`src/rtl/itoa_pkg.sv`:
```
package itoa_pkg;

  localparam int S_TDATA_W = 72;
  localparam int M_TDATA_W = 8;

  localparam logic [6:0] ASCII_ZERO    = 7'd48;
  localparam logic [6:0] ASCII_LOWER_A = 7'd97;
  localparam logic [6:0] ASCII_UPPER_A = 7'd65;
  localparam logic [6:0] ASCII_MINUS   = 7'd45;
  localparam logic [3:0] DEC_RADIX     = 4'd10;
  localparam logic [3:0] MAX_DEC_DIGIT = 4'd9;
  localparam logic [4:0] MIN_RADIX     = 5'd2;
  localparam logic [4:0] MAX_RADIX     = 5'd16;

  typedef struct packed {
    logic [4:0] radix;
    logic       upper;
    logic       neg;
  } job_ctrl_t;

  function automatic logic [6:0] char_of_digit(input logic [3:0] d, input logic upper);
    logic [6:0] base_char;
    base_char = upper ? ASCII_UPPER_A : ASCII_LOWER_A;
    if (d <= MAX_DEC_DIGIT) begin
      return ASCII_ZERO + {3'b000, d};
    end
    return base_char + {3'b000, d - DEC_RADIX};
  endfunction

endpackage

```
`src/rtl/itoa_ram.sv`:
```
module itoa_ram #(
  parameter int WIDTH = 4,
  parameter int DEPTH = 64
) (
  input  logic                     clk,
  input  logic                     we,
  input  logic [$clog2(DEPTH)-1:0] waddr,
  input  logic [WIDTH-1:0]         wdata,
  input  logic                     re,
  input  logic [$clog2(DEPTH)-1:0] raddr,
  output logic [WIDTH-1:0]         rdata
);

  logic [WIDTH-1:0] mem [DEPTH];

  always_ff @(posedge clk) begin
    if (we) begin
      mem[waddr] <= wdata;
    end
    if (re) begin
      rdata <= mem[raddr];
    end
  end

endmodule

```
`src/rtl/itoa_front.sv`:
```
module itoa_front #(
  parameter int VALUE_BITS = 64
) (
  input  logic                        s_tvalid,
  output logic                        s_tready,
  input  logic [itoa_pkg::S_TDATA_W-1:0] s_tdata,  // value[63:0], base[68:64], upper_case[69]
  input  logic                        s_tuser,   // func
  output logic                        q_valid,
  input  logic                        q_ready,
  output logic [VALUE_BITS-1:0]       q_value,
  output itoa_pkg::job_ctrl_t         q_ctrl
);

  import itoa_pkg::*;

  logic [63:0] masked;
  logic [31:0] low;
  logic [31:0] mag;
  logic [4:0]  base;

  always_comb begin
    masked = 64'(s_tdata[VALUE_BITS-1:0]);
    low    = masked[31:0];
    mag    = low[31] ? (~low + 32'd1) : low;
    base   = s_tdata[68:64];
    q_ctrl.upper = s_tdata[69];
    if (s_tuser) begin
      q_ctrl.neg   = low[31];
      q_ctrl.radix = {1'b0, DEC_RADIX};
      q_value      = VALUE_BITS'({32'd0, mag});
    end else begin
      q_ctrl.neg = 1'b0;
      q_value    = masked[VALUE_BITS-1:0];
      if (base inside {[MIN_RADIX:MAX_RADIX]}) begin
        q_ctrl.radix = base;
      end else if (base < MIN_RADIX) begin
        q_ctrl.radix = MIN_RADIX;
      end else begin
        q_ctrl.radix = MAX_RADIX;
      end
    end
  end

  assign q_valid  = s_tvalid;
  assign s_tready = q_ready;

endmodule

```
`src/rtl/itoa_queue.sv`:
```
module itoa_queue #(
  parameter int WIDTH = 71
) (
  input  logic             clk,
  input  logic             rst,
  input  logic             in_valid,
  output logic             in_ready,
  input  logic [WIDTH-1:0] in_data,
  output logic             out_valid,
  input  logic             out_ready,
  output logic [WIDTH-1:0] out_data
);

  logic [WIDTH-1:0] slot [2];
  logic       wr_ptr;
  logic       rd_ptr;
  logic [1:0] count;
  logic       push;
  logic       pop;

  assign in_ready  = (count != 2'd2);
  assign out_valid = (count != 2'd0);
  assign out_data  = slot[rd_ptr];
  assign push      = in_valid && in_ready;
  assign pop       = out_valid && out_ready;

  always_ff @(posedge clk) begin
    if (rst) begin
      wr_ptr <= 1'b0;
      rd_ptr <= 1'b0;
      count  <= 2'd0;
    end else begin
      if (push) begin
        wr_ptr <= ~wr_ptr;
      end
      if (pop) begin
        rd_ptr <= ~rd_ptr;
      end
      count <= count + {1'b0, push} - {1'b0, pop};
    end
  end

  always_ff @(posedge clk) begin
    if (push) begin
      slot[wr_ptr] <= in_data;
    end
  end

endmodule

```
`src/rtl/itoa_back.sv`:
```
module itoa_back #(
  parameter int VALUE_BITS = 64
) (
  input  logic                           clk,
  input  logic                           rst,
  input  logic                           q_valid,
  output logic                           q_ready,
  input  logic [VALUE_BITS-1:0]          q_value,
  input  itoa_pkg::job_ctrl_t            q_ctrl,
  output logic                           m_tvalid,
  input  logic                           m_tready,
  output logic [itoa_pkg::M_TDATA_W-1:0] m_tdata,  // digit_char[6:0], zero[7]
  output logic                           m_tlast   // last
);

  import itoa_pkg::*;

  localparam int AW = $clog2(VALUE_BITS);
  localparam int CW = $clog2(VALUE_BITS + 1);
  localparam int BW = $clog2(VALUE_BITS);

  localparam logic [2:0] S_IDLE  = 3'd0;
  localparam logic [2:0] S_DIV   = 3'd1;
  localparam logic [2:0] S_STORE = 3'd2;
  localparam logic [2:0] S_MINUS = 3'd3;
  localparam logic [2:0] S_READ  = 3'd4;
  localparam logic [2:0] S_EMIT  = 3'd5;

  logic [2:0]            state, state_next;
  logic [VALUE_BITS-1:0] num, num_next;
  logic [3:0]            rem, rem_next;
  logic [BW-1:0]         bitcnt, bitcnt_next;
  logic [CW-1:0]         ndig, ndig_next;
  job_ctrl_t             ctrl, ctrl_next;
  logic                  ovalid_next;
  logic [6:0]            ochar, ochar_next;
  logic                  olast_next;

  logic       out_free;
  logic [4:0] trial;
  logic       ge;
  logic       we;
  logic       re;
  logic [3:0] rdata;

  itoa_ram #(.WIDTH(4), .DEPTH(VALUE_BITS)) u_digits (
    .clk   (clk),
    .we    (we),
    .waddr (ndig[AW-1:0]),
    .wdata (rem),
    .re    (re),
    .raddr (AW'(ndig - CW'(1))),
    .rdata (rdata)
  );

  assign m_tdata = {1'b0, ochar};

  always_comb begin
    state_next  = state;
    num_next    = num;
    rem_next    = rem;
    bitcnt_next = bitcnt;
    ndig_next   = ndig;
    ctrl_next   = ctrl;
    ovalid_next = m_tvalid && !m_tready;
    ochar_next  = ochar;
    olast_next  = m_tlast;
    q_ready     = 1'b0;
    we          = 1'b0;
    re          = 1'b0;
    out_free    = !m_tvalid || m_tready;
    trial       = {rem, num[VALUE_BITS-1]};
    ge          = (trial >= ctrl.radix);
    case (state)
      S_IDLE: begin
        q_ready = 1'b1;
        if (q_valid) begin
          num_next    = q_value;
          ctrl_next   = q_ctrl;
          rem_next    = 4'd0;
          bitcnt_next = '0;
          ndig_next   = '0;
          state_next  = S_DIV;
        end
      end
      S_DIV: begin
        rem_next    = ge ? 4'(trial - ctrl.radix) : trial[3:0];
        num_next    = {num[VALUE_BITS-2:0], ge};
        bitcnt_next = bitcnt + BW'(1);
        if (bitcnt == BW'(VALUE_BITS - 1)) begin
          state_next = S_STORE;
        end
      end
      S_STORE: begin
        we          = 1'b1;
        ndig_next   = ndig + CW'(1);
        rem_next    = 4'd0;
        bitcnt_next = '0;
        if (num == '0) begin
          state_next = ctrl.neg ? S_MINUS : S_READ;
        end else begin
          state_next = S_DIV;
        end
      end
      S_MINUS: begin
        if (out_free) begin
          ovalid_next = 1'b1;
          ochar_next  = ASCII_MINUS;
          olast_next  = 1'b0;
          state_next  = S_READ;
        end
      end
      S_READ: begin
        re         = 1'b1;
        ndig_next  = ndig - CW'(1);
        state_next = S_EMIT;
      end
      S_EMIT: begin
        if (out_free) begin
          ovalid_next = 1'b1;
          ochar_next  = char_of_digit(rdata, ctrl.upper);
          olast_next  = (ndig == '0);
          state_next  = (ndig == '0) ? S_IDLE : S_READ;
        end
      end
      default: begin
        state_next = S_IDLE;
      end
    endcase
  end

  always_ff @(posedge clk) begin
    if (rst) begin
      state    <= S_IDLE;
      m_tvalid <= 1'b0;
    end else begin
      state    <= state_next;
      m_tvalid <= ovalid_next;
    end
  end

  always_ff @(posedge clk) begin
    num     <= num_next;
    rem     <= rem_next;
    bitcnt  <= bitcnt_next;
    ndig    <= ndig_next;
    ctrl    <= ctrl_next;
    ochar   <= ochar_next;
    m_tlast <= olast_next;
  end

endmodule

```
`src/rtl/integer_to_ascii_digits_unit.sv`:
```
// Converts one number per input beat into ASCII digits, most significant first, one
// character per output beat with tlast on the final one. Unsigned mode writes the
// VALUE_BITS-wide value in radix 2..16 (base clamped into that range); signed mode
// writes the low 32 bits as a two's complement decimal number, with a leading minus
// when negative. Each digit comes from a bit-serial divider that shifts through every
// value bit and then stores the remainder; every character is then read back from
// the digit store and sent. A two-beat queue sits between input classification
// and the divider, so input beats are taken while the previous number is still
// converting.
module integer_to_ascii_digits_unit #(
  parameter int VALUE_BITS = 64
) (
  input  logic                           clk,
  input  logic                           rst,
  input  logic                           s_tvalid,
  output logic                           s_tready,
  input  logic [itoa_pkg::S_TDATA_W-1:0] s_tdata,  // value[63:0], base[68:64], upper_case[69]
  input  logic                           s_tuser,  // func
  output logic                           m_tvalid,
  input  logic                           m_tready,
  output logic [itoa_pkg::M_TDATA_W-1:0] m_tdata,  // digit_char[6:0], zero[7]
  output logic                           m_tlast   // last
);

  import itoa_pkg::*;

  localparam int JW = VALUE_BITS + $bits(job_ctrl_t);

  logic                  f_valid;
  logic                  f_ready;
  logic [VALUE_BITS-1:0] f_value;
  job_ctrl_t             f_ctrl;
  logic                  b_valid;
  logic                  b_ready;
  logic [JW-1:0]         b_job;
  job_ctrl_t             b_ctrl;

  itoa_front #(.VALUE_BITS(VALUE_BITS)) u_front (
    .s_tvalid (s_tvalid),
    .s_tready (s_tready),
    .s_tdata  (s_tdata),
    .s_tuser  (s_tuser),
    .q_valid  (f_valid),
    .q_ready  (f_ready),
    .q_value  (f_value),
    .q_ctrl   (f_ctrl)
  );

  itoa_queue #(.WIDTH(JW)) u_queue (
    .clk       (clk),
    .rst       (rst),
    .in_valid  (f_valid),
    .in_ready  (f_ready),
    .in_data   ({f_ctrl, f_value}),
    .out_valid (b_valid),
    .out_ready (b_ready),
    .out_data  (b_job)
  );

  assign b_ctrl = b_job[JW-1:VALUE_BITS];

  itoa_back #(.VALUE_BITS(VALUE_BITS)) u_back (
    .clk      (clk),
    .rst      (rst),
    .q_valid  (b_valid),
    .q_ready  (b_ready),
    .q_value  (b_job[VALUE_BITS-1:0]),
    .q_ctrl   (b_ctrl),
    .m_tvalid (m_tvalid),
    .m_tready (m_tready),
    .m_tdata  (m_tdata),
    .m_tlast  (m_tlast)
  );

endmodule

```
`config.mk`:
```
export PLATFORM = sky130hd
export DESIGN_NAME = integer_to_ascii_digits_unit
export DESIGN_NICKNAME = d
export VERILOG_FILES = /design/src/rtl/itoa_pkg.sv /design/src/rtl/itoa_ram.sv /design/src/rtl/itoa_front.sv /design/src/rtl/itoa_queue.sv /design/src/rtl/itoa_back.sv /design/src/rtl/integer_to_ascii_digits_unit.sv
export SDC_FILE = /design/constraint.sdc
export NUM_CORES = 1
export LEC_CHECK = 0
export BUFFER_PORTS_ARGS = -buffer_cell sky130_fd_sc_hd__buf_2
export CORE_MARGIN = 2
export CORE_UTILIZATION = 35
export CTS_CLUSTER_SIZE = 10
export DETAILED_ROUTE_END_ITERATION = 7
export REMOVE_ABC_BUFFERS = 1
export SLEW_MARGIN = 20
export SYNTH_ARGS = -nofsm -noshare
export SYNTH_HDL_FRONTEND = slang
export SYNTH_HIERARCHICAL = 1
export SYNTH_SLANG_ARGS = --single-unit
```
`constraint.sdc`:
```
create_clock -name clk -period 3 [get_ports clk]
set_input_delay 0.3 -clock clk [delete_from_list [all_inputs] [get_ports clk]]
set_output_delay 0.3 -clock clk [all_outputs]
set_load 0.01 [all_outputs]
```
==> metrics.csv, run 1 <==
metric;value;unit
status;complete, no violations;
Synth cell types;86;
Hold EP;u_queue/slot[1][10];
worst-path cell chain;clkinv_2 -> ha_1 -> nand2_1 -> xnor2_2 -> buf_4 -> nor2_1 -> a22oi_1 -> a31oi_1 -> a221o_1;
post-CTS setup buffer count;0;
slowest library cell on the worst path;xnor2_2;
depth of the CTS H-tree;2;
Slew Limit Fails;0;
Initial Util;35.4;%
Design Area, Final;24900;um2
Final Skew;0.0171;ns
CP peak stage delay;0.58;ns
fin nets;1645;
Sink Count;507;
Core Area;61800;um2
number of cell rows;91;
FF-to-FF Start;u_back/ndig[0];
Core Util, Final;40.3;%
Crit Path Max Fanout;14;
layout cell share with drive strength beyond 1;16.9;%
sequential share of the synthesized area;69.1;%
pwr/cell area;958;nW/um2
Clock Latency Late Sink;0.59;ns
Hold Startpoint;s_tdata[10];
Layout area overhead;13.9;%
vias;12092;
R2R depth;9;
R2R Path End;u_back/u_digits/rdata[2];
Ports;88;
crit path kind;reg2reg;
worst slew pin tran;0.729;ns
CP startpoint kind;flip-flop;
TritonCTS Buffers;57;
Post-CTS Resized;0;
Total Routing Usage GR;14.1;%
total of max-cap violations;0;
synthesized cell area;21900;um2
CTS clk-pin slew, worst paths;0.06;ns
WP buf/inv;2;
initial antenna violation count;3;
routed wire length;45100;um
root buf cell;clkbuf_16;
Area after DPL;23400;um2
drt initial violations;928;
first-pass GRT wire length;70200;um
Yosys reg bits;507;
DRC viols;0;
Detail Route Antenna Nets;0;
number of flops mapped to enable cells by yosys;498;
Relative slew margins;51.2;%
power consumption;0.0239;W
fin crit period;2.75;ns
RSZ-0062 raised after global routing;no;
vias in the first global route;12632;
Hold Fails Final Rpt;0;
Final Setup Violations;0;
ys async rst share;0;%
chip width;254;um
crit end category;flip-flop;
grt ovf;0;
Worst Hold Class;in2reg;
FF-to-FF setup slack;0.25;ns
WP data arrival;3.09;ns
register area;15100;um2
Multi-input gate area;6230;um2
Clock Tree Buf Depth;3;
gpl congestion;0.807;
Peak VDD IR;0.611;mV
fillcell total;5689;
Crit path max-delay family;compound AO/OA/AOI/OAI gates;
cell count after synthesis;1431;
Post-DP HPWL;29200;um
fin crit share;91.8;%
largest net degree at the start of global routing;69;
CTS tree;built;
Avg WL per Cell;18.7;um
# diodes;0;
Pleak;8.56;nW
Main synth FF type;edfxtp_1;
synthesized area per cell;15.3;um2
highest achievable clock rate;0.363;GHz
WP data required;3.34;ns
Die Ht;254;um
I/O Buffers;84;
commonest cells after routing, fill and taps aside;edfxtp_1, nand2_1, nor2_1;
DR pass1 iterations;5;
hold depth;2;
Ys Warns;6;
DIE AREA;64600;um2
commonest non-fill, non-tap cell in the layout;edfxtp_1;
mean number of vias per cell;5.03;
## through the flow
| step | setup slack, ns | TNS, ns | hold WS, ns | std cells |
|---|---|---|---|---|
| global route | 0.0652 | 0 | 0.0361 | 2406 |
| CTS | 0.233 | 0 | 0.00414 | 2406 |
| floorplan | -2.63 | -28.88 | 0.369 | 1363 |
| detailed placement | 0.255 | 0 | 0.490 | 2327 |
| global placement | 0.330 | 0 | 0.482 | 2327 |
| finish | 0.245 | 0 | 0.0379 | 2406 |
## layout make-up
class,instances,share of cell area (%)
timing repair buffer,130,3.55
clock buffer,72,6.03
sequential,507,60.7
inverter,29,0.442
clock inverter,4,0.100
tap,837,4.20
multi-input combinational,827,25.0
## worst max-delay path by stage
stage / start / to / cells past startpoint
6_report: u_back/ndig[0] / u_back/u_digits/rdata[2] / 9
5_1_grt: u_back/ndig[0] / u_back/u_digits/rdata[2] / 9
4_1_cts: u_back/ndig[0] / u_back/u_digits/rdata[2] / 9
3_5_place_dp: u_back/ndig[0] / u_back/u_digits/rdata[2] / 9
3_3_place_gp: u_back/ndig[0] / u_back/u_digits/rdata[2] / 9
2_1_floorplan: u_back/ndig[0] / u_back/u_digits/rdata[3] / 7
## repair_timing
action / in CTS / in global routing
hold buffers: 3 / 0
endpoints found under the setup margin: 0 / 0
hold endpoints to repair: 11 / 0
## power by group
part	internal, W	switching, W	total [W]
sequential	0.00979	0.000585	0.0104
clock	0.00344	0.00251	0.00595
combinational	0.00304	0.00453	0.00757
total	0.0163	0.00762	0.0239
## state kept, by name (all words and copies together), names as in the netlist, 2 cells and up, named ones only
signal / count
u_queue/slot: 142
u_back/u_digits/mem: 256
u_back/ctrl: 7
u_back/ndig: 7
u_back/bitcnt: 6
u_back/state: 3
u_back/u_digits/rdata: 4
u_back/rem: 4
u_back/ochar: 7
u_back/num: 64
u_queue/count: 2
## logic make-up (layout without fill, tap and decap cells)
logic type | count (synthesis) | count (layout) | share of synthesized area (%)
fa+ha+maj | 16 | 16 | 0.948
compound gates | 119 | 119 | 3.75
flops | 507 | 507 | 69.1
buf+inv | 97 | 235 | 2.54
simple gates | 507 | 507 | 11.0
other cells | 1 | 1 | 0.0171
mux | 142 | 142 | 11.0
xor+xnor | 42 | 42 | 1.68
## cell usage after synthesis (11+ instances only)
library cell | count | area, um2
nand2b_1 | 12 | 75.1
a31oi_1 | 18 | 113
clkbuf_1 | 31 | 116
nor4_1 | 19 | 119
nor2_1 | 110 | 413
nand3_1 | 20 | 100
nor2b_1 | 44 | 275
xor2_1 | 24 | 210
a21oi_1 | 22 | 110
o21ai_0 | 20 | 100
buf_6 | 14 | 158
inv_1 | 26 | 97.6
nor3_1 | 18 | 90.1
xnor2_1 | 18 | 158
nand2_1 | 225 | 845
mux2_1 | 70 | 788
mux4_1 | 19 | 499
ha_1 | 15 | 188
buf_2 | 11 | 55.1
mux4_2 | 46 | 1040
edfxtp_1 | 498 | 15000
## layer usage
metal | GRT usage, % | wire, um
met5 | 0 | 13
met4 | 4.10 | 981
met3 | 2.91 | 2710
met2 | 24.4 | 22100
met1 | 18.0 | 19300
(Power assumes the default switching activity.)
==> run 2, diff against run 1 <==
--- a/config.mk
+++ b/config.mk
@@ -7,9 +7,10 @@
 export LEC_CHECK = 0
 export BUFFER_PORTS_ARGS = -buffer_cell sky130_fd_sc_hd__buf_2
 export CORE_MARGIN = 2
-export CORE_UTILIZATION = 35
+export CORE_UTILIZATION = 61
 export CTS_CLUSTER_SIZE = 10
 export DETAILED_ROUTE_END_ITERATION = 7
+export PLACE_DENSITY = 0.79
 export REMOVE_ABC_BUFFERS = 1
 export SLEW_MARGIN = 20
 export SYNTH_ARGS = -nofsm -noshare
==> run 2 against run 1 <==
  * Sequential power is essentially flat
  * Final cell count fell by 15%
  * Via count rose by 1.5%
  * Hold slack lost 0.012 ns
  * Cell area is 1.7% lower
  * Fmax increased by 3.8%
  * Largest cell class unchanged
==> metrics.csv, run 2 (synthesized netlist as in run 1, its figures left out) <==
metric;value;unit;change
status;complete, no violations;;
depth of the CTS H-tree;2;;unchanged
number of cell rows;69;;-24%
crit path kind;reg2reg;;
WP data required;3.32;ns;-0.02 ns
sw frac;31.6;%;-0.23 points
mean number of vias per cell;6.00;;+19%
Final Skew;0.0240;ns;+0.00680 ns
Relative slew margins;46.4;%;-4.8 points
CP startpoint kind;flip-flop;;
first-pass GRT wire length;67600;um;-3.8%
Sink Count;507;;unchanged
Layout area overhead;12.0;%;
Post-DP HPWL;27200;um;-6.9%
Avg WL per Cell;20.8;um;+11%
fillcell total;2238;;-61%
fin crit share;88.5;%;-3.4 points
gpl congestion;0.857;;+6.2%
setup ws final;0.346;ns;+0.101 ns
pwr/cell area;975;nW/um2;+1.8%
DRC viols;0;;unchanged
Detail Route Antenna Nets;0;;unchanged
Pleak;8.59;nW;+0.33%
initial antenna violation count;2;;-1
Core Util, Final;69.1;%;+29 points
I/O Buffers;84;;unchanged
Logic pwr share;31.3;%;-0.4 points
Core Area;35500;um2;-43%
commonest cells after routing, fill and taps aside;edfxtp_1, nand2_1, nor2_1;;
total of max-cap violations;0;;unchanged
post-CTS setup buffer count;0;;unchanged
cts hold-fix bufs;2;;-1
Total Routing Usage GR;22.9;%;+8.8 points
RSZ-0062 raised after global routing;no;;
Worst Hold Class;in2reg;;
grt ovf;0;;unchanged
highest achievable clock rate;0.377;GHz;+3.8%
max reg flops;256;;unchanged
DIE AREA;37400;um2;-42%
chip width;193;um;-24%
layout cell share with drive strength beyond 1;17.0;%;+0.10 points
hold depth;2;;unchanged
vias;12270;;+1.5%
sequential share of power;43.5;%;about the same
crit end category;flip-flop;;
Clock Latency Late Sink;0.58;ns;about the same
Pint;0.0163;W;+0.44%
Ports;88;;unchanged
Crit Path Max Fanout;51;;+37
Initial Util;61.7;%;+26 points
CTS clk-pin slew, worst paths;0.06;ns;about the same
Clock Tree Buf Depth;3;;unchanged
Slew Limit Fails;0;;unchanged
drt initial violations;1051;;+13%
Post-CTS Resized;0;;unchanged
pre-CTS WS;0.383;ns;+0.128 ns
largest net degree at the start of global routing;69;;unchanged
Psw;0.00757;W;-0.65%
fin nets;1647;;+0.12%
TritonCTS Buffers;57;;unchanged
Hold Fails Final Rpt;0;;unchanged
clock share of power;25.2;%;+0.3 points
worst slew pin tran;0.801;ns;+0.0721 ns
setup TNS;0;ns;unchanged
vias in the first global route;12529;;-0.82%
fin crit period;2.65;ns;-0.101 ns
DR pass1 iterations;5;;unchanged
Peak VDD IR;0.596;mV;-2.5%
routed wire length;42600;um;-5.6%
largest register by flop count;u_back/u_digits/mem;;
Die Ht;193;um;-24%
root buf cell;clkbuf_16;;
Final Setup Violations;0;;unchanged
WP data arrival;2.97;ns;-0.12 ns
Largest regs;u_back/u_digits/mem (256), u_queue/slot (142), u_back/num (64);;
commonest non-fill, non-tap cell in the layout;edfxtp_1;;
CTS tree;built;;
R2R depth;8;;-1
## run 2: cell types whose count changed in the layout (fill, tap and decap cells not counted), sizes merged
cell         change
dlygate4sd3      -1
clkbuf          +13
buf              +3
diode            +1
inv              -1
## run 2: through the flow
stage | hold WS, ns | instance area [um2] | total power, W | cells
final | 0.0258 | 24500 | 0.0239 | 2045
after global routing | 0.0214 | 24500 | 0.0251 | 2044
after CTS | 0.00510 | 24500 | 0.0240 | 2044
after detailed placement | 0.488 | 22900 | 0.0180 | 1954
after global placement | 0.480 | 22900 | 0.0177 | 1954
after floorplan | 0.369 | 21500 | 0.0154 | 1363
## run 2: cell type report
class                           instances  area, um2  area share, %
Inverter                               29        110          0.449
Timing Repair Buffer                  132        873           3.56
Tap cell                              461        577           2.35
Clock buffer                           85       1570           6.42
Multi-Input combinational cell        827       6230           25.4
Clock inverter                          3       22.5         0.0918
Antenna cell                            1       2.50         0.0102
Sequential cell                       507      15100           61.7
## run 2: critical path, cell delays in order, from the launching register on
cell and delay (ns):
edfxtp_1 0.39, clkinv_2 0.13, ha_1 0.37, inv_2 0.09, buf_12 0.25, mux4_1 0.35
o32ai_1 0.33, a211oi_1 0.13, a221o_1 0.33
## run 2: power groups by stage
stage                     logic [W]  clock network [W]  registers (W)
final                       0.00748            0.00602         0.0104
after global routing        0.00816            0.00638         0.0105
after CTS                   0.00750            0.00612         0.0104
after detailed placement    0.00742                  0         0.0105
after global placement      0.00721                  0         0.0105
after floorplan             0.00472                  0         0.0107
## run 2: path summary, 6_finish.rpt
check,end,start,slack [ns]
worst max-delay path,u_back/u_digits/rdata[2],u_back/ndig[0],0.35
worst min-delay path,u_queue/wr_ptr,rst,0.03
worst max register to register,u_back/u_digits/rdata[2],u_back/ndig[0],0.35
worst min register to register,flip-flop,u_queue/rd_ptr,0.51
## run 2: layer usage
layer	vias to the layer above	routed length, um	track usage [%]
met1	6074	16500	29.1
met3	88	2720	3.82
li1	5652	-	-
met4	2	1160	7.32
met5	-	12	0
met2	454	22200	40.5
==> run 3, diff against run 2 <==
--- a/config.mk
+++ b/config.mk
@@ -8,6 +8,7 @@
 export BUFFER_PORTS_ARGS = -buffer_cell sky130_fd_sc_hd__buf_2
 export CORE_MARGIN = 2
 export CORE_UTILIZATION = 61
+export CTS_BUF_LIST = sky130_fd_sc_hd__clkbuf_8
 export CTS_CLUSTER_SIZE = 10
 export DETAILED_ROUTE_END_ITERATION = 7
 export PLACE_DENSITY = 0.79
==> constraint.sdc (replaced) <==
create_clock -name clk -period 2.9 [get_ports clk]
set_input_delay 0.29 -clock clk [delete_from_list [all_inputs] [get_ports clk]]
set_output_delay 0.29 -clock clk [all_outputs]
set_load 0.01 [all_outputs]
==> run 3 against run 2 <==
  * Non-clock buffer count is 21 higher
  * Setup slack worse by 0.079 ns
  * Clock power is 7.5% lower
  * Power is 0.83% higher
  * Clock-buffer cell count is 6 higher
  * Fmax is 0.80% higher
  * Utilization is 0.25 points higher
  * First-iteration DRC count is 5.9% higher
==> metrics.csv, run 3 (synthesized netlist as in run 1, its figures left out) <==
metric;value;unit;change
number of cell rows;69;;unchanged
Post-DP HPWL;27100;um;-0.35%
fin nets;1690;;+2.6%
depth of the CTS H-tree;3;;+1
final instance count without filler cells;2121;;+3.7%
initial antenna violation count;1;;-1
WP data arrival;2.99;ns;+0.02 ns
grt ovf;0;;unchanged
R2R depth;6;;-2
Clock Latency Late Sink;0.61;ns;+0.03 ns
total of max-cap violations;0;;unchanged
I/O Buffers;84;;unchanged
CP startpoint kind;flip-flop;;
Hold Fails Final Rpt;0;;unchanged
Ports;88;;unchanged
placed instance count;1960;;+0.31%
post-CTS setup buffer count;0;;unchanged
Relative slew margins;53.1;%;+6.7 points
RSZ-0062 raised after global routing;no;;
crit path kind;reg2reg;;
largest net degree at the start of global routing;69;;unchanged
Largest regs;u_back/u_digits/mem (256), u_queue/slot (142), u_back/num (64);;
Total Routing Usage GR;23.2;%;+0.31 points
Core Area;35500;um2;unchanged
TritonCTS Buffers;79;;+39%
layout cell share with drive strength beyond 1;18.8;%;+1.8 points
mean number of vias per cell;5.88;;-1.9%
pwr/cell area;980;nW/um2;+0.47%
Peak VDD IR;0.826;mV;+39%
Final Skew;0.0204;ns;-0.00352 ns
Psw;0.00794;W;+4.8%
Clock Tree Buf Depth;3;;unchanged
commonest cells after routing, fill and taps aside;edfxtp_1, nand2_1, nor2_1;;
Die Ht;193;um;unchanged
Worst Hold Class;in2reg;;
highest achievable clock rate;0.380;GHz;+0.80%
root buf cell;clkbuf_8;;
Sink Count;507;;unchanged
DIE AREA;37400;um2;unchanged
max reg flops;256;;unchanged
sequential share of power;44.8;%;+1.3 points
CTS clk-pin slew, worst paths;0.06;ns;about the same
Layout area overhead;12.4;%;
R2R Path End;u_back/u_digits/rdata[2];;
commonest non-fill, non-tap cell in the layout;edfxtp_1;;
crit end category;flip-flop;;
Pleak;8.76;nW;+2.0%
Detail Route Antenna Nets;0;;unchanged
DRC viols;0;;unchanged
routed wire length;43400;um;+2.0%
Avg WL per Cell;20.5;um;-1.6%
fin crit period;2.63;ns;-0.0210 ns
FF-to-FF Start;u_back/ndig[0];;
FF-to-FF setup slack;0.27;ns;-0.08 ns
Initial Util;61.7;%;unchanged
gpl congestion;0.856;;about the same
Final Setup Violations;0;;unchanged
first-pass GRT wire length;68000;um;+0.70%
status;complete, no violations;;
Hold EP;u_queue/slot[1][47];;
Core Util, Final;69.4;%;+0.25 points
Hold Startpoint;s_tdata[47];;
Logic pwr share;32.1;%;+0.8 points
Slew Limit Fails;0;;unchanged
clock share of power;23.1;%;-2.1 points
DR pass1 iterations;6;;+1
Crit Path Max Fanout;64;;+25%
chip width;193;um;unchanged
hold depth;2;;unchanged
CTS tree;built;;
Pint;0.0162;W;-1.0%
largest register by flop count;u_back/u_digits/mem;;
WP data required;3.25;ns;-0.07 ns
vias;12480;;+1.7%
fin crit share;90.8;%;+2.3 points
vias in the first global route;12721;;+1.5%
drt initial violations;1113;;+5.9%
sw frac;32.9;%;+1.3 points
worst slew pin tran;0.704;ns;-0.0968 ns
-- run 3: power by group through the flow --
| stage | sequential (W) | clock, W | combinational [W] |
|---|---|---|---|
| global route | 0.0109 | 0.00598 | 0.00844 |
| detailed placement | 0.0109 | 0 | 0.00773 |
| CTS | 0.0108 | 0.00570 | 0.00777 |
| floorplan | 0.0111 | 0 | 0.00488 |
| global placement | 0.0109 | 0 | 0.00744 |
| finish | 0.0108 | 0.00557 | 0.00775 |
-- run 3: worst max-delay path: stages (launching register included) --
cell      delay [ns]
edfxtp_1        0.40
clkinv_2        0.10
buf_12          0.41
mux4_1          0.66
o32ai_1         0.32
a211oi_1        0.11
a221o_1         0.35
-- run 3: layout make-up --
class                   instances  area, um2
clock buffers                  91       1250
well taps                     461        577
flip-flops and latches        507      15100
diodes                          1       2.50
inverters                      29        110
fillers                      2307      10900
multi-input cells             827       6240
clock inverters                52        239
repair buffers                153       1060
-- run 3: timing repair --
item | CTS | global route
gates resized for setup | 0 | 1
setup endpoints to repair | 0 | 1
hold buffers | 17 | 0
endpoints found under the hold margin | 39 | 0
-- run 3: how the worst max path moves through the flow --
stage / startpoint / endpoint / slack, ns / cells after the start
global placement: u_back/ndig[0] / u_back/u_digits/rdata[2] / 0.34 / 9
floorplan: u_back/ndig[0] / u_back/u_digits/rdata[3] / -2.73 / 7
CTS: u_back/ndig[0] / u_back/u_digits/rdata[2] / 0.20 / 9
finish: u_back/ndig[0] / u_back/u_digits/rdata[2] / 0.27 / 6
global route: u_back/ndig[0] / u_back/u_digits/rdata[2] / 0.11 / 6
detailed placement: u_back/ndig[0] / u_back/u_digits/rdata[2] / 0.24 / 9
-- run 3: per-stage QoR --
step / total power [W] / worst slack, ns / hold slack (ns) / setup TNS [ns] / instance area [um2]
3_3_place_gp: 0.0183 / 0.342 / 0.482 / 0 / 22900
3_5_place_dp: 0.0186 / 0.242 / 0.504 / 0 / 22900
6_report: 0.0241 / 0.267 / 0.0378 / 0 / 24600
4_1_cts: 0.0243 / 0.197 / 0.000527 / 0 / 24600
2_1_floorplan: 0.0160 / -2.73 / 0.359 / -36.28 / 21500
5_1_grt: 0.0253 / 0.107 / 0.0163 / 0 / 24600
-- run 3: per-layer routing --
metal	up-vias	track usage [%]	part of all wire [%]
met5	-	0	0
met4	0	8.48	2.8
met3	92	4.11	6.5
met2	487	39.8	51
met1	6128	30.0	40
li1	5773	-	-
